<file path="config.mk">
export PLATFORM = sky130hd
export DESIGN_NAME = pcws_div
export DESIGN_NICKNAME = d
export VERILOG_FILES = /design/src/sv/pcws_div.sv
export SDC_FILE = /design/constraint.sdc
export NUM_CORES = 1
export LEC_CHECK = 0
export BUFFER_PORTS_ARGS = -buffer_cell sky130_fd_sc_hd__buf_2
export CELL_PAD_IN_SITES_DETAIL_PLACEMENT = 0
export CELL_PAD_IN_SITES_GLOBAL_PLACEMENT = 1
export CORE_MARGIN = 2
export CORE_UTILIZATION = 43
export CTS_CLUSTER_DIAMETER = 80
export DETAILED_ROUTE_END_ITERATION = 10
export MAX_ROUTING_LAYER = met4
export PLACE_DENSITY_LB_ADDON = 0.1
export SYNTH_ARGS = -nofsm -noshare
export SYNTH_HDL_FRONTEND = slang
export SYNTH_SLANG_ARGS = --single-unit
</file>
<file path="constraint.sdc">
create_clock -name clk -period 3.7 [get_ports clk]
set_input_delay 0.185 -clock clk [delete_from_list [all_inputs] [get_ports clk]]
set_output_delay 0.185 -clock clk [all_outputs]
set_load 0.01 [all_outputs]
</file>
<file path="src/sv/pcws_div.sv">
// ----------------------------------------------------------------------------
// Restoring divider
// Unsigned divider that produces one quotient bit per cycle.
// ----------------------------------------------------------------------------
module pcws_div #(
  parameter int unsigned DVD_BITS = 39,
  parameter int unsigned DVS_BITS = 7
) (
  input  logic                clk,
  input  logic                rst,
  input  logic                start,
  input  logic [DVD_BITS-1:0] dividend,
  input  logic [DVS_BITS-1:0] divisor,
  output logic                done,
  output logic [DVD_BITS-1:0] quotient
);

  localparam int unsigned STEP_BITS = $clog2(DVD_BITS + 1);

  logic                 busy;
  logic [STEP_BITS-1:0] step;
  logic [DVS_BITS-1:0]  rem;
  logic [DVS_BITS-1:0]  dvs;
  logic [DVD_BITS-1:0]  quo;
  logic [DVS_BITS:0]    trial;
  logic [DVS_BITS:0]    diff;
  logic                 fits;

  // One shift and trial subtract per cycle.
  assign trial = {rem, quo[DVD_BITS-1]};
  assign diff  = trial - {1'b0, dvs};
  assign fits  = trial >= {1'b0, dvs};

  assign quotient = quo;

  always_ff @(posedge clk) begin
    if (rst) begin
      busy <= 1'b0;
      done <= 1'b0;
      step <= '0;
    end else begin
      done <= 1'b0;
      if (start) begin
        busy <= 1'b1;
        step <= STEP_BITS'(DVD_BITS);
      end else if (busy) begin
        step <= step - 1'b1;
        if (step == STEP_BITS'(1)) begin
          busy <= 1'b0;
          done <= 1'b1;
        end
      end
    end
  end

  // Datapath registers carry no reset.
  always_ff @(posedge clk) begin
    if (start) begin
      rem <= '0;
      dvs <= divisor;
      quo <= dividend;
    end else if (busy) begin
      rem <= fits ? diff[DVS_BITS-1:0] : trial[DVS_BITS-1:0];
      quo <= {quo[DVD_BITS-2:0], fits};
    end
  end

endmodule

</file>
==> results_dict.tcl <==
set metrics [dict create \
    area_growth_pct 24.6 \
    htreeDepth 3 \
    synth_cell_type_count 34 \
    setup_viol 0 \
    crit_fanout 9 \
    vias_per_cell 5.05 \
    worst_r2r_endpoint "rem[4]" \
    postSynthCellCount 220 \
    initialDrtViolationCount 125 \
    cts_root_buf "clkbuf_8" \
    r2r_cells 8 \
    hold_viol_final 0 \
    row_count 29 \
    period_minus_slack_ns 2.36 \
    drv_slew 0 \
    synth.area.top_cells "edfxtp_1 (48%), mux2_2 (16%), dfxtp_1 (10%)" \
    cts_tree "built" \
    wl_per_cell_um 14.4 \
    fin_crit_sh_pct 63.7 \
    hold_path.startpoint "divisor[4]" \
    max_freq_mhz 424 \
    comb_power_share_pct 17.9 \
    tightest_slew_ns 0.661 \
    die-area_um2 7360 \
    maxCapViolCount 0 \
    slew_headroom_pct 55.9 \
    hold_buffers 0 \
    antenna_cells 0 \
    track_usage_pct 16.6 \
    first_global_vias 1968 \
    dieWidth_um 85.8 \
    antenna_left 0 \
    vias 1988 \
    final_common_cell "buf_2" \
    cts_buffer_depth 2 \
    clock_skew_ns 0.00691 \
    worst-endpoint-required_ns 3.94 \
    synth_top_area_share_pct 48.0 \
    outcome "finished, final reports clean" \
    holdPathStages 1 \
    gp_congestion 0.783 \
    fin_nets 371 \
    drt_pre_antenna_iters 6 \
    antenna_found_initial 0 \
    power_frac_seq_pct 49.3 \
    wl_um 5680 \
    synth-async-reset-ratio_pct 0 \
    cts_resized 0 \
    timing.final.ws_setup_ns 1.34 \
    syn_area_per_cell_um2 13.1 \
    n_fill_cell 564 \
    p_total_w 0.00174 \
    syn-cell-area_um2 2880 \
    power_switching_w 0.000466 \
    grt_pass1_wl_um 9190 \
    grt_max_degree 40 \
    io_buffers 88 \
    leakagePower_nw 1.47 \
    pin_count 89 \
    numCtsBuffers 9 \
    yosysWarnings 0 \
    mostFrequentLayoutCells "buf_2 (88), edfxtp_1 (46), mux2_2 (40)" \
    start_util_pct 44.8 \
    clk_pin_slew_ns 0.07 \
    synth_flop_cell "edfxtp_1" \
    drive_gt1_share_pct 47.3 \
    p_int_w 0.00127 \
    drc_errors 0 \
    setup-tns-final_ns 0 \
    die_h_um 85.8 \
    ys_seq_elements 61 \
    ir_worst_vdd_uv 227 \
    clkLatencyLatePin_ns 0.33 \
    crit_arrival_ns 2.60 \
    fin_area_um2 3580 \
    dp_hpwl_um 4010 \
    cts.sinks 61 \
    pwr_density_cell_nw_per_um2 485 \
    cts_setup_buffers 0 \
    rsz0062_at_grt "no" \
    clkPwrFrac_pct 32.7 \
    grt.overflow.total 0 \
    r2r_slack_ns 1.34 \
    hold_ws_ns 0.0323 \
    synth_edf_count 46 \
    synth_seq_area_share_pct 58.5 \
    hold_class "primary input to flop" \
    regToRegStartpoint "quotient[38]" \
    dp_slack_ns 1.36 \
    core-area_um2 6420 \
    path_class "flop to flop" \
    placed_area_um2 3390 \
    cp-end-kind "flop" \
    synth_area_leader_cell "edfxtp_1" \
    synth_nets 279 \
    swShare_pct 26.8 \
    start_kind "flop" \
    hold_end "dvs[4]" \
]
power groups by stage:
stage                     registers (W)  clock network, W  logic (W)
final                          0.000857          0.000569   0.000312
after global routing           0.000867          0.000618   0.000347
after CTS                      0.000858          0.000585   0.000316
after detailed placement       0.000871                 0   0.000316
after global placement         0.000871                 0   0.000314
after floorplan                0.000887                 0   0.000187
worst max path at each step:
| stage | slack [ns] | to | startpoint |
|---|---|---|---|
| floorplan | 1.45 | rem[3] | quotient[38] |
| global placement | 1.45 | rem[4] | quotient[38] |
| detailed placement | 1.36 | rem[3] | quotient[38] |
| CTS | 1.34 | rem[4] | quotient[38] |
| global route | 1.24 | rem[3] | quotient[38] |
| finish | 1.34 | rem[4] | quotient[38] |
cells by family (layout without fill, tap and decap cells):
family	after synthesis	in the layout	synth area share [%]
multiplexers	41	41	16.0
adder cells (fa/ha/maj)	10	10	4.61
buffers and inverters	23	120	3.00
AO/OA/AOI/OAI	26	26	6.79
flip-flops	61	61	58.5
AND/OR/NAND/NOR	55	55	9.92
XOR/XNOR	4	4	1.22
cells in the mapped netlist (all sizes together), types with 3 or more instances:
cell type   n
edfxtp     46
mux2       40
nor2       16
dfxtp      15
inv        14
nand2      14
ha          9
a21oi       8
buf         6
a311oi      5
nand2b      5
nor3        5
o21ai       5
or3         4
a211oi      3
clkbuf      3
nand3       3
nor4        3
per-layer routing:
metal	vias to the layer above	wire (µm)	GRT usage [%]
met5	-	0	-
met4	0	46	6.93
met3	8	418	5.10
met2	68	2570	23.2
met1	910	2650	22.4
li1	1002	-	-
state kept, by name, indices dropped and copies added, names as in the netlist:
register,count
step,6
done,1
quotient,39
busy,1
rem,7
dvs,7
stage by stage:
step	utilization, %	cells
4_1_cts	55.8	394
5_1_grt	55.8	394
3_5_place_dp	52.9	378
3_3_place_gp	52.9	378
2_1_floorplan	-	220
6_report	55.8	394
final cells by class:
class / instances / area [µm²] / share of cell area [%]
Sequential cell: 61 / 1680 / 46.9
Timing Repair Buffer: 90 / 455 / 12.7
Clock buffer: 9 / 124 / 3.46
Clock inverter: 7 / 66.3 / 1.85
Inverter: 14 / 52.6 / 1.47
Multi-Input combinational cell: 136 / 1110 / 30.9
Tap cell: 77 / 96.3 / 2.69
worst max-delay path, stage by stage, from the launching register on:
cell and delay (ns):
edfxtp_1 0.35, inv_1 0.06, ha_1 0.22, fa_1 0.39
nand2b_1 0.24, a211oi_4 0.28, nor3_4 0.10, or3_1 0.39
a311oi_2 0.24
Power figures use the tool's default switching activity.
