## config.mk

```make
export PLATFORM = sky130hd
export DESIGN_NAME = pcws_ram
export DESIGN_NICKNAME = d
export VERILOG_FILES = /design/src/sv/pcws_ram.sv
export SDC_FILE = /design/constraint.sdc
export NUM_CORES = 1
export LEC_CHECK = 0
export BUFFER_PORTS_ARGS = -buffer_cell sky130_fd_sc_hd__buf_4
export CAP_MARGIN = 20
export CORE_ASPECT_RATIO = 1.5
export CORE_MARGIN = 3
export CORE_UTILIZATION = 44
export CTS_CLUSTER_SIZE = 12
export DETAILED_ROUTE_END_ITERATION = 8
export GPL_TIMING_DRIVEN = 0
export RECOVER_POWER = 50
export SYNTH_ARGS = -nofsm -noshare
export SYNTH_HDL_FRONTEND = slang
export SYNTH_SLANG_ARGS = --single-unit
```

## constraint.sdc

```tcl
create_clock -name clk -period 3 [get_ports clk]
set_clock_uncertainty 0.1 [all_clocks]
set_input_delay 0.3 -clock clk [delete_from_list [all_inputs] [get_ports clk]]
set_output_delay 0.3 -clock clk [all_outputs]
set_load 0.005 [all_outputs]
```

## src/sv/pcws_ram.sv

```systemverilog
// ----------------------------------------------------------------------------
// Generic sample RAM
// Simple dual-port memory: one write port, one read port with registered data.
// ----------------------------------------------------------------------------
module pcws_ram #(
  parameter int unsigned WIDTH = 8,
  parameter int unsigned DEPTH = 16
) (
  input  logic                     clk,
  input  logic                     we,
  input  logic [$clog2(DEPTH)-1:0] waddr,
  input  logic [WIDTH-1:0]         wdata,
  input  logic [$clog2(DEPTH)-1:0] raddr,
  output logic [WIDTH-1:0]         rdata
);

  logic [WIDTH-1:0] mem [DEPTH];

  // Registered read; a read of the word being written returns the old data.
  always_ff @(posedge clk) begin
    if (we) begin
      mem[waddr] <= wdata;
    end
    rdata <= mem[raddr];
  end

endmodule

```

==> Flow_metrics.wiki <==
{| class="wikitable"
! Metric !! Value
|-
| Initial DRC count || roughly 220
|-
| Post-synthesis sequential area ratio || 0.7778
|-
| Slew at the pin closest to its max-slew limit || between 800 and 900 ps
|-
| Number of buffers inserted by port buffering || 24
|-
| Clock Tree Buf Depth || 2
|-
| Post-synthesis cell type with the largest combined area || sky130_fd_sc_hd__edfxtp_1
|-
| Clock latency on the worst-skew pair || about 400 ps
|-
| Number of antenna violations at the first check in global routing || 0
|-
| Number of gates given a new drive strength after cts || 0
|-
| RSZ-0062 raised after global routing || false
|-
| CTS H-Tree Depth || 4
|-
| Post-DR vias/cell || ~5.5
|-
| Detailed-router iteration count before antenna repair || 4
|-
| CTS root buf || sky130_fd_sc_hd__clkbuf_16
|-
| Dominant cells by area after synthesis || sky130_fd_sc_hd__edfxtp_1 75%, sky130_fd_sc_hd__mux4_2 7.9%, sky130_fd_sc_hd__mux4_1 7.1%, sky130_fd_sc_hd__dfxtp_1 3.1%, sky130_fd_sc_hd__a22oi_1 2.3%
|-
| Estimated wirelength of the detail-placed design || about 6600 µm
|-
| Via count || 2,388
|-
| Type of the most critical hold path || in2reg
|-
| Count of synthesis-stage warnings from yosys || 0
|-
| CP Launch Type || input pin
|-
| TritonCTS clock tree || done
|-
| Hold Buf Count CTS || 0
|-
| DIE HEIGHT || 138.5 µm
|-
| Number of maximum-capacitance constraint violations || 0
|-
| Worst reg2reg path endpoint || rdata[3]
|-
| Worst R2R Start || mem[1][3]
|-
| Count of state elements after synthesis || about 140
|-
| Gp weighted congestion || around 0.76
|-
| CTS clock-pin slew for the worst setup and hold paths || 50 ps
|-
| CTS sink count || 136
|-
| Final antenna-violating net count || 0
|-
| Global router's overall resource usage || 0.1642
|-
| Area grow syn2layout || 17.50%
|-
| Net count, final || roughly 300
|-
| Fmax achieved || 0.5839 GHz
|-
| Final number of hold-violating endpoints || 0
|-
| Number of buffers added by the clock tree synthesis step || 17
|-
| Max Fanout on Critical Path || 5
|-
| Nature of the critical path endpoint || flip-flop
|-
| Ports placed on the boundary || 26
|-
| Global route total overflow || 0
|-
| Avg WL per Cell || around 23 µm
|-
| Wire length of the first global-routing pass || roughly 15,000 µm
|-
| Worst setup startpoint || waddr[2]
|-
| Outcome || finished clean
|-
| Final worst-path cycle share || 0.5709
|-
| Number of buffers inserted by post-CTS setup repair || 0
|-
| Worst ir drop on vdd || between 0.0004 and 0.0005 V
|-
| Final Max Tran Viols || 0
|-
| Maximum number of pins on one net before global-route repair || 17
|-
| Final setup violation count || 0
|-
| Mapped cell area || a little over 0.005 mm²
|-
| Core Box Area || roughly 0.011 mm²
|-
| Worst setup slack for register-to-register paths || around 1400 ps
|-
| Final core utilization || 0.5385
|-
| Cell leakage power || roughly 2.0 nW
|-
| Fill cell count || a little under 900
|-
| Headroom to the max-slew limit || 0.4322
|-
| Type of the worst setup path || in2reg
|-
| Initial cell density of the core || 0.4583
|-
| Die X || ~94 µm
|-
| Power density relative to cell area || 697.2 mW/mm²
|-
| Standard-cell rows || 47
|-
| Instance count of the mapped netlist || roughly 230
|-
| Ant diodes || 0
|-
| Detailed-route DRC error count || 0
|-
| Net count of the mapped netlist || between 200 and 250
|-
| DRT Wirelength || ~9800 µm
|-
| Post-synth cell types || 19
|-
| Average instance area after synthesis || roughly 22 µm²
|-
| Clock period minus final worst setup slack || 1713 ps
|-
| Fraction of final layout cells with drive strength greater than 1 || 0.2595
|-
| Share of Yosys cell area claimed by the top area cell type || 0.7467
|-
| Overall Power || 4.217 mW
|-
| Via count of the first global-routing pass || ~2.5k
|-
| Arrival time worst endpoint || roughly 1700 ps
|-
| Total die area || between 0.01 and 0.015 mm²
|-
| Critical path data required time || ~3000 ps
|-
| End point of the critical path || mem[0][4]
|-
| Worst r2r path cells || 3
|-
| Setup Total Neg Slack || 0 ps
|}
[worst min-delay path by stage]
| stage | start | to | slack (ps) | cells past startpoint |
|---|---|---|---|---|
| 5_1_grt | waddr[0] | mem[8][7] | 190 | 2 |
| 3_5_place_dp | wdata[6] | mem[4][6] | 530 | 1 |
| 3_3_place_gp | wdata[4] | mem[2][4] | 510 | 1 |
| 2_1_floorplan | wdata[0] | mem[0][0] | 300 | 0 |
| 4_1_cts | wdata[6] | mem[14][6] | 100 | 1 |
| 6_report | waddr[0] | mem[8][7] | 200 | 2 |
[critical path: stages]
cell and delay [ps]:
sky130_fd_sc_hd__clkbuf_1 120, sky130_fd_sc_hd__or3b_2 530, sky130_fd_sc_hd__nor3_1 510, sky130_fd_sc_hd__buf_4 270
[final cells by class]
type / instances / area, µm² / area share
Tap cell: 147 / 183.9 / 0.03041
Timing Repair Buffer: 28 / 170.2 / 0.02813
Sequential cell: 136 / 4004 / 0.6620
Multi-Input combinational cell: 83 / 1057 / 0.1748
Clock buffer: 24 / 504.2 / 0.08337
Buffer: 10 / 86.33 / 0.01427
Clock inverter: 8 / 42.54 / 0.007034
[logic make-up after synthesis]
logic type / count (synthesis) / share of synthesized area
multiplexers: 32 / 0.1502
AO/OA/AOI/OAI: 16 / 0.02334
flip-flops: 136 / 0.7778
AND/OR/NAND/NOR: 35 / 0.03184
buffers and inverters: 10 / 0.01677
[cells in the mapped netlist]
cell	n
sky130_fd_sc_hd__a22oi_1	16
sky130_fd_sc_hd__and2_1	1
sky130_fd_sc_hd__and2b_1	1
sky130_fd_sc_hd__buf_2	3
sky130_fd_sc_hd__buf_4	1
sky130_fd_sc_hd__buf_6	3
sky130_fd_sc_hd__clkdlybuf4s25_2	3
sky130_fd_sc_hd__dfxtp_1	8
sky130_fd_sc_hd__edfxtp_1	128
sky130_fd_sc_hd__mux4_1	14
sky130_fd_sc_hd__mux4_2	18
sky130_fd_sc_hd__nand2_1	9
sky130_fd_sc_hd__nand2b_1	2
sky130_fd_sc_hd__nand3_1	1
sky130_fd_sc_hd__nand3b_1	2
sky130_fd_sc_hd__nor2_1	13
sky130_fd_sc_hd__nor2b_1	1
sky130_fd_sc_hd__nor3_1	4
sky130_fd_sc_hd__or3b_2	1
[through the flow]
| step | cells | area (µm²) | worst slack (ps) | hold slack [ps] |
|---|---|---|---|---|
| 2_1_floorplan | 229 | 5147 | 1107 | 298.9 |
| 3_3_place_gp | 400 | 5512 | 499.7 | 514.3 |
| 3_5_place_dp | 404 | 5539 | 848.5 | 530.2 |
| 4_1_cts | 436 | 6086 | 1281 | 101.0 |
| 5_1_grt | 436 | 6048 | 1233 | 194.2 |
| 6_report | 436 | 6048 | 1287 | 199.8 |
[placed cells by master, fill, tap and decap left out]
master	count
sky130_fd_sc_hd__clkinvlp_4	1
sky130_fd_sc_hd__mux4_2	18
sky130_fd_sc_hd__dfxtp_1	8
sky130_fd_sc_hd__nand2b_1	2
sky130_fd_sc_hd__buf_6	3
sky130_fd_sc_hd__clkbuf_1	14
sky130_fd_sc_hd__nand2_1	9
sky130_fd_sc_hd__buf_2	4
sky130_fd_sc_hd__clkbuf_4	3
sky130_fd_sc_hd__clkbuf_8	1
sky130_fd_sc_hd__a22oi_1	16
sky130_fd_sc_hd__nand3b_1	2
sky130_fd_sc_hd__or3b_2	1
sky130_fd_sc_hd__clkdlybuf4s25_2	3
sky130_fd_sc_hd__nor3_1	4
sky130_fd_sc_hd__clkbuf_16	19
sky130_fd_sc_hd__nor2b_1	1
sky130_fd_sc_hd__and2b_1	1
sky130_fd_sc_hd__edfxtp_1	128
sky130_fd_sc_hd__mux4_1	14
sky130_fd_sc_hd__nor2_1	13
sky130_fd_sc_hd__and2_1	1
sky130_fd_sc_hd__nand3_1	1
sky130_fd_sc_hd__buf_4	15
sky130_fd_sc_hd__clkinv_2	7
[state kept, by name, indices dropped and copies added, names as in the netlist]
signal and count:
mem 128, rdata 8
[routing by layer]
metal  wire, µm  global-route usage
met1       3863              0.2112
met2       5160              0.2601
met3        552             0.04620
met4        240             0.07230
met5          0                   0
[report_power, final]
group / internal (mW) / switching (mW) / total, mW
logic: 0.0912 / 0.117 / 0.208
clock network: 1.17 / 0.707 / 1.87
registers: 2.13 / 0.00994 / 2.14
Note: power is estimated with default switching activity, not from simulation.
